==> config.mk <==
export PLATFORM = sky130hd
export DESIGN_NAME = radix_conversion_digit_stack_top
export DESIGN_NICKNAME = d
export VERILOG_FILES = /design/src/design/rcds_pkg.sv /design/src/design/rcds_stack_mem.sv /design/src/design/rcds_divider.sv /design/src/design/radix_conversion_digit_stack_top.sv
export SDC_FILE = /design/constraint.sdc
export NUM_CORES = 1
export LEC_CHECK = 0
export ABC_AREA = 1
export CORE_UTILIZATION = 35
export CTS_CLUSTER_DIAMETER = 60
export DETAILED_ROUTE_END_ITERATION = 7
export DONT_BUFFER_PORTS = 1
export SETUP_SLACK_MARGIN = 0.15
export SLEW_MARGIN = 15
export SYNTH_ARGS = -nofsm -noshare
export SYNTH_HDL_FRONTEND = slang
export SYNTH_SLANG_ARGS = --single-unit
==> constraint.sdc <==
create_clock -name i_clk -period 12.12 [get_ports i_clk]
set_input_delay 0.606 -clock i_clk [delete_from_list [all_inputs] [get_ports i_clk]]
set_output_delay 0.606 -clock i_clk [all_outputs]
set_load 0.02 [all_outputs]
==> src/design/rcds_pkg.sv <==
package rcds_pkg;

    // Fixed field widths of the digit channel and the base input.
    localparam int DIGIT_W    = 4;
    localparam int BASE_W     = 4;

    // Number of quotient bits produced by the divider in one cycle.
    localparam int CHUNK_BITS = 8;

    // Legal radix range; bases outside it are clamped to the nearest end.
    localparam logic [BASE_W-1:0] BASE_MIN = 4'd2;
    localparam logic [BASE_W-1:0] BASE_MAX = 4'd9;

    // Sequencer states.
    typedef enum logic [1:0] {
        S_IDLE,
        S_ZERO,
        S_DIV,
        S_POP
    } t_state;

    // Status handed from the divider to the sequencer.
    typedef struct packed {
        logic               done;
        logic               quot_zero;
        logic [DIGIT_W-1:0] digit;
    } t_div_status;

endpackage

==> src/design/rcds_stack_mem.sv <==
module rcds_stack_mem #(
    parameter int DEPTH = 32,
    parameter int AW    = 5
) (
    input  logic                          i_clk,
    input  logic                          i_we,
    input  logic [AW-1:0]                 i_waddr,
    input  logic [rcds_pkg::DIGIT_W-1:0]  i_wdata,
    input  logic                          i_re,
    input  logic [AW-1:0]                 i_raddr,
    output logic [rcds_pkg::DIGIT_W-1:0]  o_rdata
);

    logic [rcds_pkg::DIGIT_W-1:0] r_mem [DEPTH];
    logic [rcds_pkg::DIGIT_W-1:0] r_rdata;

    // Single write port.
    always_ff @(posedge i_clk) begin
        if (i_we) begin
            r_mem[i_waddr] <= i_wdata;
        end
    end

    // Registered read port.
    always_ff @(posedge i_clk) begin
        if (i_re) begin
            r_rdata <= r_mem[i_raddr];
        end
    end

    assign o_rdata = r_rdata;

endmodule

==> src/design/rcds_divider.sv <==
module rcds_divider #(
    parameter int VALUE_BITS = 31
) (
    input  logic                         i_clk,
    input  logic                         i_rst_n,
    input  logic                         i_load,
    input  logic                         i_run,
    input  logic [VALUE_BITS-1:0]        i_value,
    input  logic [rcds_pkg::BASE_W-1:0]  i_base,
    output rcds_pkg::t_div_status        o_status
);

    localparam int CHUNK  = rcds_pkg::CHUNK_BITS;
    localparam int NCHUNK = (VALUE_BITS + CHUNK - 1) / CHUNK;
    localparam int PW     = NCHUNK * CHUNK;
    localparam int CW     = (NCHUNK > 1) ? $clog2(NCHUNK) : 1;

    logic [PW-1:0]                    r_work;
    logic [rcds_pkg::DIGIT_W-1:0]     r_rem;
    logic [rcds_pkg::BASE_W-1:0]      r_base;
    logic [CW-1:0]                    r_cnt;

    logic [PW-1:0]                    n_work;
    logic [rcds_pkg::DIGIT_W-1:0]     n_rem;
    logic [CHUNK-1:0]                 qbits;
    logic [rcds_pkg::BASE_W-1:0]      base_clamped;
    logic                             last_chunk;

    // Clamp the radix into the supported range.
    always_comb begin
        if (i_base < rcds_pkg::BASE_MIN) begin
            base_clamped = rcds_pkg::BASE_MIN;
        end else if (i_base > rcds_pkg::BASE_MAX) begin
            base_clamped = rcds_pkg::BASE_MAX;
        end else begin
            base_clamped = i_base;
        end
    end

    // Long division of one chunk, most significant bit first. The running
    // remainder stays below the base, so each step is a narrow compare and
    // subtract.
    always_comb begin
        logic [rcds_pkg::DIGIT_W:0] acc;
        logic [CHUNK-1:0]           chunk;
        chunk = r_work[PW-1 -: CHUNK];
        n_rem = r_rem;
        qbits = '0;
        for (int k = CHUNK - 1; k >= 0; k--) begin
            acc = {n_rem, chunk[k]};
            if (acc >= {1'b0, r_base}) begin
                acc      = acc - {1'b0, r_base};
                qbits[k] = 1'b1;
            end
            n_rem = acc[rcds_pkg::DIGIT_W-1:0];
        end
        // The dividend shifts out at the top while the quotient shifts in
        // at the bottom, so after the last chunk the word holds the quotient.
        n_work = (r_work << CHUNK) | PW'(qbits);
    end

    assign last_chunk         = (r_cnt == CW'(NCHUNK - 1));
    assign o_status.done      = i_run && last_chunk;
    assign o_status.digit     = n_rem;
    assign o_status.quot_zero = (n_work == '0);

    // Chunk counter.
    always_ff @(posedge i_clk) begin
        if (!i_rst_n) begin
            r_cnt <= '0;
        end else if (i_load) begin
            r_cnt <= '0;
        end else if (i_run) begin
            if (last_chunk) begin
                r_cnt <= '0;
            end else begin
                r_cnt <= r_cnt + CW'(1);
            end
        end
    end

    // Dividend, remainder and base.
    always_ff @(posedge i_clk) begin
        if (i_load) begin
            r_work <= PW'(i_value);
            r_rem  <= '0;
            r_base <= base_clamped;
        end else if (i_run) begin
            r_work <= n_work;
            if (last_chunk) begin
                r_rem <= '0;
            end else begin
                r_rem <= n_rem;
            end
        end
    end

endmodule

==> src/design/radix_conversion_digit_stack_top.sv <==
// Operation: for each digit the divider works through the value chunk by chunk, and the digit
// is pushed on the stack memory; the stack memory is then popped to the output.
// A zero value gives its single result via the output register; an output stall can delay it.
// Throughput: one item at a time; the next input is taken once the last digit read is issued.
// The divider retires 8 quotient bits per cycle; pops are paced by the memory read latency.
// Reset is synchronous and active low; it clears the sequencer, stack level and output valid.
module radix_conversion_digit_stack_top #(
    parameter int STACK_DEPTH = 32,
    parameter int VALUE_BITS  = 31
) (
    input  logic                          i_clk,
    input  logic                          i_rst_n,
    input  logic                          i_valid,
    output logic                          o_stall,
    input  logic [VALUE_BITS-1:0]         i_value,
    input  logic [rcds_pkg::BASE_W-1:0]   i_base,
    output logic                          o_valid,
    input  logic                          i_stall,
    output logic [rcds_pkg::DIGIT_W-1:0]  o_digit,
    output logic                          o_last,
    output logic                          o_empty_res
);

    localparam int LW = $clog2(STACK_DEPTH + 1);
    localparam int AW = $clog2(STACK_DEPTH);

    rcds_pkg::t_state       r_state;
    rcds_pkg::t_state       n_state;
    logic [LW-1:0]          r_level;
    logic                   r_rd_pend;
    logic                   r_pend_last;
    logic                   r_out_valid;
    logic [rcds_pkg::DIGIT_W-1:0] r_out_digit;
    logic                   r_out_last;
    logic                   r_out_empty;

    rcds_pkg::t_div_status  div_status;
    logic [rcds_pkg::DIGIT_W-1:0] rd_data;
    logic [LW-1:0]          level_dec;
    logic                   in_xfer;
    logic                   out_free;
    logic                   div_load;
    logic                   div_run;
    logic                   mem_we;
    logic                   rd_issue;
    logic                   zero_load;
    logic                   stack_full_next;

    assign in_xfer         = i_valid && !o_stall;
    assign level_dec       = r_level - LW'(1);
    assign stack_full_next = (r_level == LW'(STACK_DEPTH - 1));

    // The output register is free for new data at the next edge when no read
    // is in flight and it is empty or being taken now.
    assign out_free = !r_rd_pend && (!r_out_valid || !i_stall);

    rcds_divider #(
        .VALUE_BITS (VALUE_BITS)
    ) u_divider (
        .i_clk    (i_clk),
        .i_rst_n  (i_rst_n),
        .i_load   (div_load),
        .i_run    (div_run),
        .i_value  (i_value),
        .i_base   (i_base),
        .o_status (div_status)
    );

    rcds_stack_mem #(
        .DEPTH (STACK_DEPTH),
        .AW    (AW)
    ) u_stack_mem (
        .i_clk   (i_clk),
        .i_we    (mem_we),
        .i_waddr (r_level[AW-1:0]),
        .i_wdata (div_status.digit),
        .i_re    (rd_issue),
        .i_raddr (level_dec[AW-1:0]),
        .o_rdata (rd_data)
    );

    // Next-state logic.
    always_comb begin
        n_state = r_state;
        case (r_state)
            rcds_pkg::S_IDLE: begin
                if (in_xfer) begin
                    if (i_value == '0) begin
                        n_state = rcds_pkg::S_ZERO;
                    end else begin
                        n_state = rcds_pkg::S_DIV;
                    end
                end
            end
            rcds_pkg::S_ZERO: begin
                if (out_free) begin
                    n_state = rcds_pkg::S_IDLE;
                end
            end
            rcds_pkg::S_DIV: begin
                if (div_status.done && (div_status.quot_zero || stack_full_next)) begin
                    n_state = rcds_pkg::S_POP;
                end
            end
            rcds_pkg::S_POP: begin
                if (out_free && (r_level == LW'(1))) begin
                    n_state = rcds_pkg::S_IDLE;
                end
            end
            default: begin
                n_state = rcds_pkg::S_IDLE;
            end
        endcase
    end

    // Control outputs of the sequencer.
    always_comb begin
        o_stall   = 1'b1;
        div_load  = 1'b0;
        div_run   = 1'b0;
        mem_we    = 1'b0;
        rd_issue  = 1'b0;
        zero_load = 1'b0;
        case (r_state)
            rcds_pkg::S_IDLE: begin
                o_stall  = 1'b0;
                div_load = i_valid;
            end
            rcds_pkg::S_ZERO: begin
                zero_load = out_free;
            end
            rcds_pkg::S_DIV: begin
                div_run = 1'b1;
                mem_we  = div_status.done;
            end
            rcds_pkg::S_POP: begin
                rd_issue = out_free;
            end
            default: begin
                o_stall = 1'b1;
            end
        endcase
    end

    // State, stack level and read tracking.
    always_ff @(posedge i_clk) begin
        if (!i_rst_n) begin
            r_state     <= rcds_pkg::S_IDLE;
            r_level     <= '0;
            r_rd_pend   <= 1'b0;
            r_pend_last <= 1'b0;
        end else begin
            r_state     <= n_state;
            r_rd_pend   <= rd_issue;
            r_pend_last <= rd_issue && (r_level == LW'(1));
            if (in_xfer) begin
                r_level <= '0;
            end else if (mem_we) begin
                r_level <= r_level + LW'(1);
            end else if (rd_issue) begin
                r_level <= level_dec;
            end
        end
    end

    // Output register: loaded from the stack read or with the empty result.
    always_ff @(posedge i_clk) begin
        if (!i_rst_n) begin
            r_out_valid <= 1'b0;
        end else if (r_rd_pend || zero_load) begin
            r_out_valid <= 1'b1;
        end else if (!i_stall) begin
            r_out_valid <= 1'b0;
        end
    end

    always_ff @(posedge i_clk) begin
        if (r_rd_pend) begin
            r_out_digit <= rd_data;
            r_out_last  <= r_pend_last;
            r_out_empty <= 1'b0;
        end else if (zero_load) begin
            r_out_digit <= '0;
            r_out_last  <= 1'b1;
            r_out_empty <= 1'b1;
        end
    end

    assign o_valid     = r_out_valid;
    assign o_digit     = r_out_digit;
    assign o_last      = r_out_last;
    assign o_empty_res = r_out_empty;

`ifndef SYNTHESIS
    // The stack never holds more digits than it has entries.
    a_level_bound: assert property (@(posedge i_clk) disable iff (!i_rst_n)
        r_level <= LW'(STACK_DEPTH))
        else $error("stack level beyond depth");

    // A read in flight always lands in an empty output register.
    a_pend_free: assert property (@(posedge i_clk) disable iff (!i_rst_n)
        r_rd_pend |-> !r_out_valid)
        else $error("stack read overwrites a waiting result");

    // Popping only happens with digits on the stack.
    a_pop_nonempty: assert property (@(posedge i_clk) disable iff (!i_rst_n)
        (r_state == rcds_pkg::S_POP) |-> (r_level != '0))
        else $error("pop from an empty stack");

    // The empty result is always the sole and final result of its item.
    a_empty_last: assert property (@(posedge i_clk) disable iff (!i_rst_n)
        (o_valid && o_empty_res) |-> (o_last && (o_digit == '0)))
        else $error("empty result not flagged as last");
`endif

endmodule
==> flow_metrics.tcl, run 1 <==
set metrics [dict create \
    syn_area_um2 9960 \
    overflow 0 \
    place_ws_ps 115 \
    syn-num-nets 1056 \
    worstMarginPinSlew_ps 1080 \
    setup_viol 0 \
    drive_gt1_frac 0.136 \
    ys_seq_elements 191 \
    rows 61 \
    crit_path_frequent_cell "nand2_1" \
    dieWidth_um 171 \
    drt-total-wl_um 23200 \
    setup_tns_ps 0 \
    insertion_delay_ps 430 \
    area_delta_synth_final_pct 13.4 \
    crit_slowest_cell "xor2_1" \
    wl_per_cell_um 16.9 \
    synth.area.top_cells "edfxtp_1 52%, nor2_1 5.5%, nand2_1 4.9%" \
    antenna_cells 0 \
    status "finished, final reports clean" \
    nNetsFinal 1068 \
    crit_fanout 8 \
    cts_tree "yes" \
    synth_top_area_frac 0.519 \
    period_share 0.920 \
    final-instance-count-excl-fill 1373 \
    fp.coreArea_um2 27900 \
    grt_pass1_vias 6659 \
    clockBufferDepth 2 \
    max_freq_mhz 89.7 \
    hp-class "primary input to flop" \
    rsz0062_at_grt "no" \
    cts_buffers 17 \
    synth.avg_cell_area_um2 10.3 \
    max_stage_delay_ps 870 \
    initial_core_util 0.358 \
    slew_headroom 0.275 \
    finalMaxSlewViolations 0 \
    setup.worst_path.start_class "flop" \
    postSynthCellCount 970 \
    fill_cells 2652 \
    dpl.hpwl_um 15600 \
    path_clk_slew_ps 70 \
    whs_ps 273 \
    final_antenna_net_count 0 \
    drt_iter0_markers 527 \
    endpoint_kind "flop" \
    seq_area_frac_synth 0.557 \
    synth_warnings 0 \
    netlist.top_cell.by_area "edfxtp_1" \
    portBuffers 0 \
    vias_per_cell 5.05 \
    grtUsageTotal 0.162 \
    setup_ws_ps 975 \
    synthFlopType "edfxtp_1" \
    clock_sinks 191 \
    skew_ps 13.6 \
    clockRootBuffer "clkbuf_16" \
    routabilityCongestion 0.868 \
    hold_buffers 0 \
    grt_start_max_net_pins 69 \
    ios 47 \
    worstPathRequired_ps 12240 \
    grt_pass1_wl_um 35900 \
    antenna_found_initial 0 \
    drc 0 \
    hold_start "i_base[3]" \
    crit_arrival_ps 11260 \
    reg2reg_from "u_divider.r_base[2]" \
    hold_viol 0 \
    firstDrtPassIters 5 \
    cap_violations 0 \
    criticalPathCategory "flop to flop" \
    dp.cells 1332 \
    ys_types 51 \
    synth-async-reset-ratio 0 \
    die_h_um 171 \
    crit_start "u_divider.r_base[2]" \
    die_area_um2 29100 \
    h-tree-depth 4 \
    synth_edf_count 172 \
    timing.final.crit_period_ps 11150 \
    vias 6928 \
]
[worst max-delay path, delay by kind of cell (launching register included)]
family	cells	cell delay, ps
AND/OR/NAND/NOR	32	3200
AO/OA/AOI/OAI	18	2950
adder cells (fa/ha/maj)	8	2360
buffers and inverters	11	1010
XOR/XNOR	1	870
flip-flops	1	380
[sequential cells by signal, summed over array words and instances, names as in the netlist]
signal	cells
r_state	2
u_divider.r_base	4
o_digit	4
u_divider.r_rem	4
u_stack_mem.r_mem	128
o_empty_res	1
o_valid	1
u_divider.r_work	32
o_last	1
r_level	6
r_rd_pend	1
u_stack_mem.o_rdata	4
r_pend_last	1
u_divider.r_cnt	2
[per-stage QoR]
step	util	area [um2]
final	0.405	11300
after global routing	0.405	11300
after CTS	0.396	11000
after detailed placement	0.374	10400
after global placement	0.374	10400
after floorplan	-	9960
[final timing paths]
kind | endpoint | slack [ps] | cells after the start
worst max-delay path | u_stack_mem.r_mem[25][3] | 970 | 70
worst min register to register | u_divider.r_cnt[1] | 470 | 2
worst min-delay path | u_divider.r_base[3] | 270 | 0
worst max register to register | u_stack_mem.r_mem[25][3] | 970 | 70
[area by class of cell]
cell class              instances  area (um2)  area share
well taps                     378         473      0.0419
flip-flops and latches        191        5550       0.491
clock buffers                  17         425      0.0377
multi-input cells             637        4040       0.357
repair buffers                 21         203      0.0179
clock inverters                15         170      0.0151
inverters                     114         443      0.0392
[repair_timing]
item | CTS | global route
cloned | 0 | 3
endpoints found under the setup margin | 69 | 135
pin swaps | 0 | 5
setup buffers | 0 | 6
resized for setup | 1 | 35
[cells in the mapped netlist (3+ instances only)]
library cell / count
o21ai_1: 6
nand2_1: 131
nand3_1: 32
a21oi_1: 17
o32ai_1: 19
mux2i_1: 13
ha_1: 39
xor2_1: 13
nor3_1: 14
a31oi_1: 8
o21ai_0: 75
dfxtp_1: 19
or2_2: 3
o211ai_1: 12
inv_2: 5
nand2_2: 16
nor4_1: 9
nor2_1: 145
nand3_2: 5
o21ai_2: 8
fa_1: 8
edfxtp_1: 172
inv_1: 106
nand4_1: 10
o221ai_1: 13
nand3_4: 7
nand2_4: 5
buf_1: 4
clkbuf_1: 26
[placed cells by master, fill, tap and decap left out, types with 3 or more instances in the layout]
| master | Yosys | routed |
|---|---|---|
| inv_2 | 5 | 6 |
| o21ai_4 | 0 | 6 |
| nand4_1 | 10 | 10 |
| a21oi_4 | 1 | 3 |
| nand2_1 | 131 | 129 |
| a31oi_1 | 8 | 8 |
| ha_1 | 39 | 37 |
| clkbuf_16 | 0 | 17 |
| buf_4 | 0 | 17 |
| nand3_1 | 32 | 32 |
| fa_1 | 8 | 8 |
| o21ai_2 | 8 | 7 |
| buf_12 | 0 | 3 |
| nand2_2 | 16 | 17 |
| dfxtp_1 | 19 | 18 |
| nand3_2 | 5 | 4 |
| o32ai_1 | 19 | 19 |
| nor2_2 | 2 | 3 |
| clkinv_8 | 0 | 3 |
| inv_1 | 106 | 105 |
| o221ai_1 | 13 | 13 |
| o211ai_1 | 12 | 12 |
| xor2_1 | 13 | 13 |
| nor2_1 | 145 | 144 |
| mux2i_1 | 13 | 13 |
| a21oi_1 | 17 | 13 |
| nand3_4 | 7 | 8 |
| nor3_1 | 14 | 12 |
| inv_8 | 0 | 5 |
| nand2_4 | 5 | 6 |
| or2_2 | 3 | 3 |
| o21ai_0 | 75 | 75 |
| edfxtp_1 | 172 | 172 |
| nor4_1 | 9 | 9 |
| o21ai_1 | 6 | 4 |
| a21oi_2 | 1 | 3 |
[cells by family (layout without fill, tap and decap cells)]
| logic type | count (synthesis) | after routing | synth area share |
|---|---|---|---|
| muxes | 13 | 13 | 0.0131 |
| xor gates and xnor gates | 15 | 15 | 0.0132 |
| AOI/OAI and AO/OA | 172 | 175 | 0.111 |
| buffers and inverters | 145 | 167 | 0.0562 |
| DFF | 191 | 191 | 0.557 |
| and+or+nand+nor | 386 | 386 | 0.184 |
| adders and majority gates | 48 | 48 | 0.0661 |
[layer usage]
metal | GRT usage | vias up | wire length, um
li1 | - | 3419 | -
met1 | 0.213 | 3301 | 10700
met2 | 0.268 | 186 | 11100
met3 | 0.0338 | 22 | 1080
met4 | 0.0486 | 0 | 384
met5 | 0 | - | 0
Power of run 1 is left out: the tool's default activity adds up to more than one toggle a clock period on the data nets, which glitch-free logic cannot reach.
==> inputs of run 2 (changes only) <==
--- a/config.mk
+++ b/config.mk
@@ -6,10 +6,11 @@
 export NUM_CORES = 1
 export LEC_CHECK = 0
 export ABC_AREA = 1
-export CORE_UTILIZATION = 35
+export CORE_UTILIZATION = 58
 export CTS_CLUSTER_DIAMETER = 60
 export DETAILED_ROUTE_END_ITERATION = 7
 export DONT_BUFFER_PORTS = 1
+export PLACE_DENSITY = 0.76
 export SETUP_SLACK_MARGIN = 0.15
 export SLEW_MARGIN = 15
 export SYNTH_ARGS = -nofsm -noshare
==> run 2 against run 1 <==
Against the previous run:
- cell area shrank 2.0%
- first-iteration DRC count rose by 12%
- clock skew shrank 2.8 ps
- non-clock buffer count is 1 lower
- core utilization up 26 points
- largest cell class unchanged
- cell count is 12% lower
- register-to-register slack got worse by 160 ps
==> flow_metrics.tcl, run 2 (synthesis gave the netlist of run 1 again) <==
set metrics [dict create \
    nNetsFinal 1067 \
    crit_slowest_cell "ha_1" \
    stdcell_area_um2 11100 \
    final-instance-count-excl-fill 1214 \
    grt_pass1_vias 6651 \
    initial_core_util 0.596 \
    h-tree-depth 4 \
    clockRootBuffer "clkbuf_16" \
    dieWidth_um 133 \
    skew_ps 10.7 \
    worstPathRequired_ps 12420 \
    drive_gt1_frac 0.130 \
    finalMaxSlewViolations 0 \
    endpoint_kind "flop" \
    portBuffers 0 \
    grt_pass1_wl_um 34100 \
    insertion_delay_ps 440 \
    firstDrtPassIters 6 \
    met1_usage 0.314 \
    hp-class "primary input to flop" \
    final_antenna_net_count 0 \
    vias_per_cell 5.91 \
    detailed_place.area_um2 10200 \
    grt.met3_usage 0.0479 \
    grtUsageTotal 0.256 \
    drt_iter0_markers 590 \
    largest_reg_flops 128 \
    max_freq_mhz 88.4 \
    final_cell_mix "172 x edfxtp_1, 144 x nor2_1, 129 x nand2_1" \
    dp.cells 1172 \
    slew_headroom 0.278 \
    antenna_found_initial 0 \
    utilization 0.663 \
    vias 7176 \
    clockBufferDepth 2 \
    grt_start_max_net_pins 69 \
    cts_buffers 17 \
    drc 0 \
    area_delta_synth_final_pct 11.2 \
    hold_viol 0 \
    crit_arrival_ps 11600 \
    setup_viol 0 \
    overflow 0 \
    drt-total-wl_um 22800 \
    dpl.hpwl_um 14600 \
    wl_per_cell_um 18.7 \
    criticalPathCategory "flop to flop" \
    hold_buffers 0 \
    clock_sinks 191 \
    final_common_cell "edfxtp_1" \
    met2_usage 0.445 \
    grt_busiest_layer "met2" \
    worstMarginPinSlew_ps 1080 \
    status "finished, final reports clean" \
    routabilityCongestion 0.912 \
    period_share 0.933 \
    antenna_cells 0 \
    max_stage_delay_ps 360 \
    reg_top3 "u_stack_mem.r_mem: 128 flops, u_divider.r_work: 32 flops, r_level: 6 flops" \
    die_h_um 133 \
    crit_fanout 11 \
    regMostFlops "u_stack_mem.r_mem" \
    timing.final.crit_period_ps 11310 \
    cap_violations 0 \
    cts_tree "yes" \
    rows 47 \
    fp.coreArea_um2 16700 \
    ios 47 \
    crit_path_frequent_cell "nand2_1" \
    die_area_um2 17700 \
    setup.worst_path.start_class "flop" \
    path_clk_slew_ps 70 \
]
## run 2: cell count changes in the layout (fill, tap and decap cells not counted), sizes merged
| cell | change |
|---|---|
| buf | -3 |
| clkinv | -3 |
| inv | -3 |
| clkbuf | +5 |
| bufinv | +1 |
| clkinvlp | +2 |
## run 2: critical path: cells and delay by family, from the launching register on
family	cells	cell delay, ps
buffers and inverters	12	1210
AOI/OAI and AO/OA	20	3620
and+or+nand+nor	33	3530
DFF	1	330
adders and majority gates	8	2480
## run 2: final cells by class
type | instances | area [um2]
Clock buffer | 20 | 437
Clock inverter | 12 | 150
Fill cell | 1244 | 5630
Inverter | 114 | 443
Multi-Input combinational cell | 637 | 4000
Sequential cell | 191 | 5550
Tap cell | 220 | 275
Timing Repair Buffer | 20 | 226
## run 2: timing repair
item	CTS	global route
gates cloned	0	6
setup endpoints to repair	132	135
setup buffers	0	4
pin swaps	0	5
resized for setup	2	30
## run 2: metal layers
layer | vias to the layer above | share of wire
met4 | 0 | 0.029
met3 | 50 | 0.063
met5 | - | 0
li1 | 3427 | -
met2 | 311 | 0.51
met1 | 3388 | 0.40
## run 2: metrics by stage
stage	setup TNS, ps	hold slack (ps)	worst slack [ps]
2_1_floorplan	0	445	795
3_3_place_gp	0	456	624
3_5_place_dp	-1180	472	-37.5
4_1_cts	0	245	208
5_1_grt	-0.671	248	-0.671
6_report	0	260	813
## run 2: final timing paths
check,startpoint,to,slack (ps),depth (start not counted)
max,u_divider.r_base[2],u_stack_mem.r_mem[30][0],810,73
min,i_base[3],u_divider.r_base[3],260,0
min reg2reg,u_divider.r_cnt[1],u_divider.r_cnt[1],480,2
max reg2reg,u_divider.r_base[2],u_stack_mem.r_mem[30][0],810,73
Power of run 2 is left out for the same reason.
==> inputs of run 3 (changes only) <==
--- a/config.mk
+++ b/config.mk
@@ -6,11 +6,12 @@
 export NUM_CORES = 1
 export LEC_CHECK = 0
 export ABC_AREA = 1
-export CORE_UTILIZATION = 58
+export CORE_ASPECT_RATIO = 0.6
+export CORE_UTILIZATION = 56
 export CTS_CLUSTER_DIAMETER = 60
 export DETAILED_ROUTE_END_ITERATION = 7
 export DONT_BUFFER_PORTS = 1
-export PLACE_DENSITY = 0.76
+export PLACE_DENSITY = 0.74
 export SETUP_SLACK_MARGIN = 0.15
 export SLEW_MARGIN = 15
 export SYNTH_ARGS = -nofsm -noshare
==> run 3 against run 2 <==
Against the previous run:
- via count rose by 2.4%
- flip-flop and latch count is the same
- worst hold slack better by 1.1 ps
- count of clock-buffer cells in the layout shrank 3
- global-route usage rose by 1.0 points
- cell area rose by 1.3%
- sequential share of layout area decreased by 0.64 points
- highest routed layer unchanged
==> flow_metrics.tcl, run 3 (synthesis gave the netlist of run 1 again) <==
set metrics [dict create \
    portBuffers 0 \
    setup.worst_path.start_class "flop" \
    register_area_um2 5550 \
    crit_path_frequent_cell "nand2_1" \
    period_share 0.935 \
    timing.final.crit_period_ps 11330 \
    cts_buffers 17 \
    overflow 0 \
    drt-total-wl_um 24900 \
    drt_iter0_markers 828 \
    rsz0062_at_grt "no" \
    whs_endpoint "u_divider.r_base[3]" \
    path_clk_slew_ps 80 \
    insertion_delay_ps 450 \
    max_stage_delay_ps 380 \
    skew_ps 21.8 \
    h-tree-depth 4 \
    hold_buffers 0 \
    grt_start_max_net_pins 68 \
    final_common_cell "edfxtp_1" \
    hold-path-cell-count 0 \
    dieWidth_um 174 \
    reg_top3 "u_stack_mem.r_mem: 128 flops, u_divider.r_work: 32 flops, r_level: 6 flops" \
    initial_core_util 0.577 \
    max_freq_mhz 88.3 \
    ios 47 \
    wl_per_cell_um 20.1 \
    hp-class "primary input to flop" \
    firstDrtPassIters 5 \
    cts_tree "yes" \
    hold_viol 0 \
    die_h_um 105 \
    clock_sinks 191 \
    final_cell_mix "172 x edfxtp_1, 144 x nor2_1, 130 x nand2_1" \
    hold_start "i_base[3]" \
    multi_input_area_um2 4020 \
    clockRootBuffer "clkbuf_16" \
    endpoint_kind "flop" \
    status "finished, final reports clean" \
    antenna_found_initial 0 \
    final_antenna_net_count 0 \
    area_delta_synth_final_pct 12.6 \
    vias 7350 \
    reg2reg_from "u_divider.r_base[2]" \
    slew_headroom 0.290 \
    worstPathRequired_ps 12430 \
    vias_per_cell 5.94 \
    nNetsFinal 1077 \
    setup_tns_ps 0 \
    dpl.hpwl_um 16800 \
    crit_arrival_ps 11630 \
    regMostFlops "u_stack_mem.r_mem" \
    drive_gt1_frac 0.141 \
    die_area_um2 18300 \
    clockBufferDepth 2 \
    routabilityCongestion 0.931 \
    crit_slowest_cell "a311oi_2" \
    finalMaxSlewViolations 0 \
    worstMarginPinSlew_ps 1060 \
    cap_violations 0 \
    drc 0 \
    r2r_end "u_stack_mem.r_mem[5][2]" \
    rows 37 \
    worst-path-buf-inv 12 \
    criticalPathCategory "flop to flop" \
    setup_viol 0 \
    grt_pass1_wl_um 36500 \
    crit_family "compound AO/OA/AOI/OAI gates" \
    fill_cells 1330 \
    rrSetupSlack_ps 790 \
    antenna_cells 0 \
    grt_pass1_vias 6453 \
    grtUsageTotal 0.266 \
    worstRegToRegCells 73 \
    fp.coreArea_um2 17300 \
    crit_fanout 10 \
    largest_reg_flops 128 \
]
-- run 3: routing by layer --
layer / vias up / routed length, um / GRT usage
li1: 3455 / - / -
met1: 3522 / 12000 / 0.439
met2: 355 / 9600 / 0.329
met3: 18 / 3070 / 0.0905
met4: 0 / 157 / 0.0432
met5: - / 0 / 0
-- run 3: layout make-up --
| cell class | count | share of cell area |
|---|---|---|
| clock buffer | 17 | 0.0379 |
| clock inverter | 15 | 0.0167 |
| tap | 234 | 0.0261 |
| sequential | 191 | 0.494 |
| inverter | 114 | 0.0395 |
| multi-input combinational | 638 | 0.358 |
| timing repair buffer | 29 | 0.0269 |
-- run 3: repair_timing --
item                       4_1_cts  5_1_grt
gates cloned                     0        7
hold endpoints to repair         0        0
setup endpoints to repair       67      135
pin swaps                        0        6
buffers inserted                 0       12
gates resized for setup          3       31
-- run 3: how the worst max path moves through the flow --
stage	from	endpoint	slack [ps]	cells past startpoint
final	u_divider.r_base[2]	u_stack_mem.r_mem[5][2]	790	73
after global routing	u_divider.r_base[2]	u_divider.r_rem[2]	4	75
after CTS	u_divider.r_base[2]	u_stack_mem.r_mem[12][0]	260	73
after detailed placement	u_divider.r_base[2]	u_stack_mem.r_mem[20][3]	70	72
after global placement	u_divider.r_base[2]	u_stack_mem.r_mem[20][3]	520	72
after floorplan	u_divider.r_base[1]	u_stack_mem.r_mem[0][3]	800	75
-- run 3: stage by stage --
stage                util  hold WS [ps]  cell area (um2)  worst slack, ps  std cells
finish              0.650           261            11200              793       1238
global route        0.650           241            11200             3.88       1238
CTS                 0.629           250            10900              255       1219
detailed placement  0.593           458            10200             69.0       1187
global placement    0.593           454            10200              521       1187
floorplan               -           445             9960              795        970
Power of run 3 is left out for the same reason.
